### src/hdl/rsmix_pkg.sv
// Shared types and constants for the two-source resampling mixer.
package rsmix_pkg;

   // Source encodings held in the format registers
   localparam logic [2:0] FMT_NONE    = 3'd0;
   localparam logic [2:0] FMT_PCM8    = 3'd1;
   localparam logic [2:0] FMT_PCM16   = 3'd2;
   localparam logic [2:0] FMT_PCM24   = 3'd3;
   localparam logic [2:0] FMT_PCM32   = 3'd4;
   localparam logic [2:0] FMT_FLOAT32 = 3'd5;

   // Configuration register indexes
   localparam logic CSR_FORMAT_A = 1'b0;
   localparam logic CSR_FORMAT_B = 1'b1;

   // Output scaling and limit
   localparam logic signed [15:0] OUT_SCALE = 16'sd32767;
   localparam logic signed [19:0] OUT_MAX   = 20'sd32767;

   // Decoded sample width: signed, full scale is 2^31
   localparam int SAMPLE_W = 33;

   // Load enables for the three interpolation stages
   typedef struct packed {
      logic dec_load;
      logic mul_load;
      logic add_load;
   } stage_adv_type;

endpackage

### src/hdl/rsmix_lerp.sv
// Decode and linear interpolation of one source over three register stages.
module rsmix_lerp (
   input  logic                                   clock,
   input  rsmix_pkg::stage_adv_type               adv,
   input  logic [2:0]                             format,
   input  logic [31:0]                            word_now,
   input  logic [31:0]                            word_next,
   input  logic [15:0]                            fraction,
   output logic signed [rsmix_pkg::SAMPLE_W-1:0]  interp
);

   localparam int SW = rsmix_pkg::SAMPLE_W;

   // Turn a float32 word into signed Q1.31, clamped and truncated
   function automatic logic signed [SW-1:0] decode_float(input logic [31:0] w);
      logic [7:0]  expo;
      logic [22:0] mant;
      logic [31:0] m24;
      logic [31:0] mag;
      logic [7:0]  rsh;
      logic [2:0]  lsh;
      expo = w[30:23];
      mant = w[22:0];
      m24  = {9'd0, mant} | 32'h0080_0000;
      rsh  = 8'd119 - expo;
      lsh  = 3'(expo - 8'd119);
      if (expo == 8'd255 && mant != 23'd0) begin
         mag = 32'd0;
      end else if (expo >= 8'd127) begin
         mag = 32'h8000_0000;
      end else if (expo == 8'd0) begin
         mag = 32'd0;
      end else if (expo >= 8'd119) begin
         mag = m24 << lsh;
      end else begin
         mag = m24 >> rsh;
      end
      if (w[31]) begin
         decode_float = -$signed({1'b0, mag});
      end else begin
         decode_float = $signed({1'b0, mag});
      end
   endfunction

   // Decode one raw word according to the source format
   function automatic logic signed [SW-1:0] decode_word(input logic [2:0]  fmt,
                                                         input logic [31:0] w);
      logic signed [SW-1:0] res;
      case (fmt)
         rsmix_pkg::FMT_PCM8: begin
            res = $signed({~w[7], {25{~w[7]}}, w[6:0]}) <<< 24;
         end
         rsmix_pkg::FMT_PCM16: begin
            res = $signed({w[15], w[15:0], 16'd0});
         end
         rsmix_pkg::FMT_PCM24: begin
            res = $signed({{2{w[23]}}, w[22:0], 8'd0});
         end
         rsmix_pkg::FMT_PCM32: begin
            res = $signed({w[31], w});
         end
         rsmix_pkg::FMT_FLOAT32: begin
            res = decode_float(w);
         end
         default: begin
            res = '0;
         end
      endcase
      decode_word = res;
   endfunction

   logic signed [SW-1:0] s0_ff, s0_in, s1_ff, s1_in;
   logic [15:0]          frac_ff;
   logic signed [SW-1:0] base_ff;
   logic signed [SW:0]   diff;
   logic signed [SW+17:0] prod_ff, prod_in;
   logic signed [SW+1:0] prod_sh;
   logic signed [SW+1:0] sum_full;
   logic signed [SW-1:0] interp_ff, interp_in;

   // Stage 1: decode both frames
   always_comb begin
      s0_in = decode_word(format, word_now);
      s1_in = decode_word(format, word_next);
   end

   always_ff @(posedge clock) begin
      if (adv.dec_load) begin
         s0_ff   <= s0_in;
         s1_ff   <= s1_in;
         frac_ff <= fraction;
      end
   end

   // Stage 2: scale the frame difference by the fraction
   always_comb begin
      diff    = {s1_ff[SW-1], s1_ff} - {s0_ff[SW-1], s0_ff};
      prod_in = diff * $signed({1'b0, frac_ff});
   end

   always_ff @(posedge clock) begin
      if (adv.mul_load) begin
         prod_ff <= prod_in;
         base_ff <= s0_ff;
      end
   end

   // Stage 3: floor shift and add to the base frame
   always_comb begin
      prod_sh   = prod_ff[SW+17:16];
      sum_full  = {{2{base_ff[SW-1]}}, base_ff} + prod_sh;
      interp_in = sum_full[SW-1:0];
   end

   always_ff @(posedge clock) begin
      if (adv.add_load) begin
         interp_ff <= interp_in;
      end
   end

   assign interp = interp_ff;

endmodule

### config.mk
export PLATFORM = sky130hd
export DESIGN_NAME = rsmix_lerp
export DESIGN_NICKNAME = d
export VERILOG_FILES = /design/src/hdl/rsmix_pkg.sv /design/src/hdl/rsmix_lerp.sv
export SDC_FILE = /design/constraint.sdc
export NUM_CORES = 2
export LEC_CHECK = 0
export BUFFER_PORTS_ARGS = -buffer_cell sky130_fd_sc_hd__clkbuf_2
export CAP_MARGIN = 20
export CORE_MARGIN = 2
export CORE_UTILIZATION = 40
export CTS_CLUSTER_SIZE = 24
export DETAILED_ROUTE_END_ITERATION = 16
export SKIP_LAST_GASP = 1
export SLEW_MARGIN = 20
export SYNTH_ARGS = -nofsm -noshare
export SYNTH_HDL_FRONTEND = slang
export SYNTH_SLANG_ARGS = --single-unit
### constraint.sdc
create_clock -name clock -period 22.4 [get_ports clock]
set_input_delay 4.48 -clock clock [delete_from_list [all_inputs] [get_ports clock]]
set_output_delay 4.48 -clock clock [all_outputs]
set_load 0.01 [all_outputs]
Word level (Yosys, flattened, before mapping)

Cells that the tools add are included.

Register bits: 197
Input bits: 87
Logic and storage cells: 52
Output and inout port bits: 33

Magnitude comparators: 4
Shift-type cells: 4
Equal/unequal tests: 7
Bitwise operators: 2
Mux-type cells: 14
Reductions and logical operators: 6
Add/subtract/negate cells: 8
Multiply operators: 1

Operator list:

| operator            | number |
|---|---|
| $pmux 33 s5         | 2 |
| $mux 32             | 10 |
| $mux 33             | 2 |
| $neg 32->33         | 2 |
| $shl 24x3->32       | 2 |
| $shr 24x8->32       | 2 |
| $mul 34x17->49      | 1 |
| $reduce_bool 23->1  | 2 |
| $sub 33x33->34      | 1 |
| $add 33x33->33      | 1 |
| $ge 8x7->1 const B  | 4 |
| $eq 8x8->1 const B  | 2 |
| $logic_not 8->1     | 2 |
| $sub 7x8->8 const A | 2 |
| $eq 3x2->1 const B  | 2 |
| $eq 3x3->1 const B  | 2 |
| $sub 3x3->3 const B | 2 |
| $eq 3x1->1 const B  | 1 |
| $logic_and 1x1->1   | 2 |
| $not 1->1           | 2 |

Depth between registers and ports, before layout

Word-level depth: 10
Mapped depth: 38
Gate-level depth less buffers: 37

Least setup slack after synthesis

OpenSTA, ideal clock, no wires.

Path kind: in2reg
Start: input port word_now[23]
End: register s0_ff[22], data pin
Slack: 13.338 ns
Data arrival time: 8.801 ns
Library setup time: 0.261 ns
Required time: 22.139 ns
Stages: 20
Path buffers: 8
Cell sequence: buf_6 > buf_6 > buf_8 > buf_6 > buf_6 > clkbuf_1 > inv_1 > ha_1 > buf_1 > buf_1 > mux4_2 > nand2_1 > a21oi_1 > a311oi_1 > nand2_1 > nor4_4 > nand3b_2 > o21ai_1 > xor2_1 > a221o_1

Cells in the longest elaborated chain, start to end: 10
Elaborated cells between the ends (all ways): 17
Classes of those cells: add/sub (3); order compare (2); eq/ne (1); shift (2); mux (7); reduce/logical (2)

Ends and longest elaborated chain:

| element                                               | RTL line                           | source |
|---|---|---|
| start, declared                                       | rsmix_lerp.sv:6                    | `input logic [31:0] word_now,` |
| $sub 7x8->8 / $sub 3x3->3 (equally long branches)     | rsmix_lerp.sv:25, rsmix_lerp.sv:26 |  |
| $shr 24x8->32 / $shl 24x3->32 (equally long branches) | rsmix_lerp.sv:36, rsmix_lerp.sv:34 |  |
| $mux 32                                               | rsmix_lerp.sv:33                   | `end else if (expo >= 8'd119) begin` |
| $mux 32                                               | rsmix_lerp.sv:31                   | `end else if (expo == 8'd0) begin` |
| $mux 32                                               | rsmix_lerp.sv:29                   | `end else if (expo >= 8'd127) begin` |
| $mux 32 (*)                                           | rsmix_lerp.sv:27                   | `if (expo == 8'd255 && mant != 23'd0) begin` |
| $mux 32 (*)                                           | rsmix_lerp.sv:49                   | `case (fmt)` |
| $neg 32->33                                           | rsmix_lerp.sv:39                   | `decode_float = -$signed({1'b0, mag});` |
| $mux 33 (*)                                           | rsmix_lerp.sv:38                   | `if (w[31]) begin` |
| $pmux 33 s5 (*)                                       | rsmix_lerp.sv:49                   |  |
| net s0_in[22]                                         | rsmix_lerp.sv:72                   | `logic signed [SW-1:0] s0_ff, s0_in, s1_ff, s1_in;` |
| end signal, assigned                                  | rsmix_lerp.sv:89                   | `s0_ff <= s0_in;` |
| end, declared                                         | rsmix_lerp.sv:72                   |  |

Mark *: on every way through the listed nets, which the timed path passes. The rest lies on a longest branch. The select of a mux whose other input is x is not followed.
A chain may end at the register's enable or synchronous reset.

Worst setup path after layout

Start: register s0_ff[1]
End: register prod_ff[47], data pin

Cells in the longest elaborated chain, start to end: 2

Ends and longest elaborated chain:

| element              | RTL line          | source |
|---|---|---|
| $sub 33x33->34       | rsmix_lerp.sv:97  | `diff = {s1_ff[SW-1], s1_ff} - {s0_ff[SW-1], s0_ff};` |
| $mul 34x17->49       | rsmix_lerp.sv:98  | `prod_in = diff * $signed({1'b0, frac_ff});` |
| net prod_in[47]      | rsmix_lerp.sv:76  | `logic signed [SW+17:0] prod_ff, prod_in;` |
| end signal, assigned | rsmix_lerp.sv:103 | `prod_ff <= prod_in;` |
| end, declared        | rsmix_lerp.sv:76  |  |

The timed path passes the listed nets, and every way through them passes these cells.

==> results.md <==
- Fin Setup TNS: 0 ps
- DR WL/cell: 21.0 microns
- Antenna Nets Post-Route: 0
- Post-CTS setup buffers: 0
- Die area: 92,600 sq um
- Critical path class: flop to flop
- Top cells by count, synth: inv_1, fa_1, nand2_1
- Ratio of final minimum period to clock period: 0.441
- Initial antenna violation count: 2
- Initial Utilization: 0.402
- Post-synth top area cell: fa_1
- Die Wd: 304 microns
- Post-synthesis sequential area ratio: 0.151
- Met2 Use GR: 0.382
- CP endpoint kind: flop
- Area Overhead vs Synth: 6.28%
- Via-to-Cell Ratio: 5.58
- TritonCTS Buffers: 17
- Synth area leaders: fa_1, edfxtp_1, inv_1
- Core Box Area: 89,700 sq um
- Distinct cell type count after synthesis: 104
- Max stage delay on crit path: 700 ps
- Most frequently used cell type in the post-synthesis netlist: inv_1
- Port Buffer Count: 119
- First-pass DRT Iterations: 5
- Worst R2R Setup Slack: 12,530 ps
- Syn nets: 4,778
- Pins Over Slew Limit: 0
- Synth Area in Compound Gates: 0.119
- Die H: 304 microns
- Ys async rst share: 0
- HPWL after DPL: 81.8 mm
- Overflow after GRT: 0
- Diode count: 0
- Max Cap Viol: 0
- CP Launch Type: flop
- Largest family of logic cells by synthesized area: adder cells
- Routing usage on met1: 0.325
- Clock latency on the worst-skew pair: 500 ps
- Final wirelength: 108 mm
- GR peak layer: met2
- IO Count: 120
- Detailed-route DRC error count: 0
- Layout Nets: 4,725
- Worst hold path type: flop to flop
- EDFF count, synth: 181
- Global-route wire length before repair: 170 mm
- Clock Sinks: 181
- Endpoints failing setup: 0
- H-tree depth: 4
- Max-slew headroom: 0.271
- CP Max Fanout: 33
- Status: complete, no violations
- CTS tree: done
- Slew @ Worst Pin: 1090 ps
- Clock skew: 15.6 ps
- Max Clk Rate: 101 MHz
- Primary FF master, synth: edfxtp_1
- Final Hold Fails: 0
- Synth Area in Adders: 0.345
- Worst Path Arrival: 10,110 ps
- Layout cells sized above 1: 0.0976
- Worst path most repeated cell: fa_1
- Clock root cell: clkbuf_16
- Share of the synthesized area in the top cell type: 0.276
- Reg clk slew, reported paths: 70 ps
- Syn avg cell area: 9.03 sq um
- Fin crit period: 9870 ps
- Total number of vias: 28,658
- Cell area after synthesis: 36,100 sq um
- Data required, critical path: 22,640 ps
- Post-synthesis xor/xnor area fraction: 0.0422
- Met3 usage: 0.0384
- Vias in the first global route: 28,860
- Yosys Warn Count: 0
- Largest net degree at the start of global routing: 63
- Mux share of post-synthesis cell area: 0.0765
- Simple-Gate Fraction of Synth Area: 0.168
- Yosys reg bits: 181
- 1st-iter DRT viols: 2,221
- CTS max path bufs: 2
- PostCTS Resize Cnt: 0
- RePlAce Congestion: 0.974
- # hold bufs at CTS: 0
- Critical path's slowest cell: nor4_1
- Synth Instances: 3,996
- GRT Util Overall: 0.236
- RSZ-0062 raised after global routing: false
- Row cnt: 110
layout make-up:
cell class              count  area (sq um)
inverters                 670          2510
flip-flops and latches    181          5440
multi-input cells        2894         27200
clock inverters            15           213
fillers                  8923         51400
repair buffers            179          1060
well taps                1176          1470
clock buffers              17           425
path summary, 6_finish.rpt:
check                 from  depth (start not counted)          end
hold / removal    s0_ff[5]                          0   base_ff[5]
setup / recovery  s0_ff[1]                         35  prod_ff[47]
setup reg to reg  s0_ff[1]                         35  prod_ff[47]
hold reg to reg   s0_ff[5]                          0   base_ff[5]
worst max-delay path: cells and delay by family, from the launching register on:
family / cells / cell delay (ps)
compound gates: 15 / 3690
xor+xnor: 1 / 80
fa+ha+maj: 8 / 3610
buf+inv: 6 / 510
flops: 1 / 410
simple gates: 5 / 1290
metal layers:
layer | vias to the layer above | wire length [microns]
met5 | - | 16
met4 | 2 | 3330
met3 | 174 | 6960
met2 | 1046 | 50500
met1 | 14401 | 47100
li1 | 13035 | -
metrics by stage:
| stage | util | hold WS [ps] | worst slack [ps] | instance area [sq um] | std cells |
|---|---|---|---|---|---|
| detailed placement | 0.420 | 433 | 12210 | 37700 | 5100 |
| global placement | 0.420 | 432 | 12430 | 37700 | 5100 |
| global route | 0.427 | 463 | 11960 | 38300 | 5132 |
| CTS | 0.427 | 450 | 12210 | 38300 | 5132 |
| floorplan | - | 426 | 13340 | 36100 | 3996 |
| finish | 0.427 | 455 | 12530 | 38300 | 5132 |
sequential cells by signal (all words and copies together) (netlist names):
signal,flops
s0_ff,33
frac_ff,16
base_ff,33
s1_ff,33
interp,33
prod_ff,33
cell families after synthesis:
kind of cell / count (synthesis)
simple gates: 1213
xor+xnor: 174
mux: 184
compound gates: 628
flops: 181
fa+ha+maj: 695
buf+inv: 921
cell usage in the layout, fill, tap and decap left out, types with 79 or more instances in the layout:
master	count
inv_1	666
fa_1	498
nand2_1	455
and2_1	246
ha_1	197
edfxtp_1	181
nor2_1	171
a21oi_1	129
clkbuf_2	115
o21ai_0	107
xnor2_1	101
mux2i_1	79
Power is left out: the tool's default activity adds up to more than one toggle a clock period on the data nets, which glitch-free logic cannot reach.
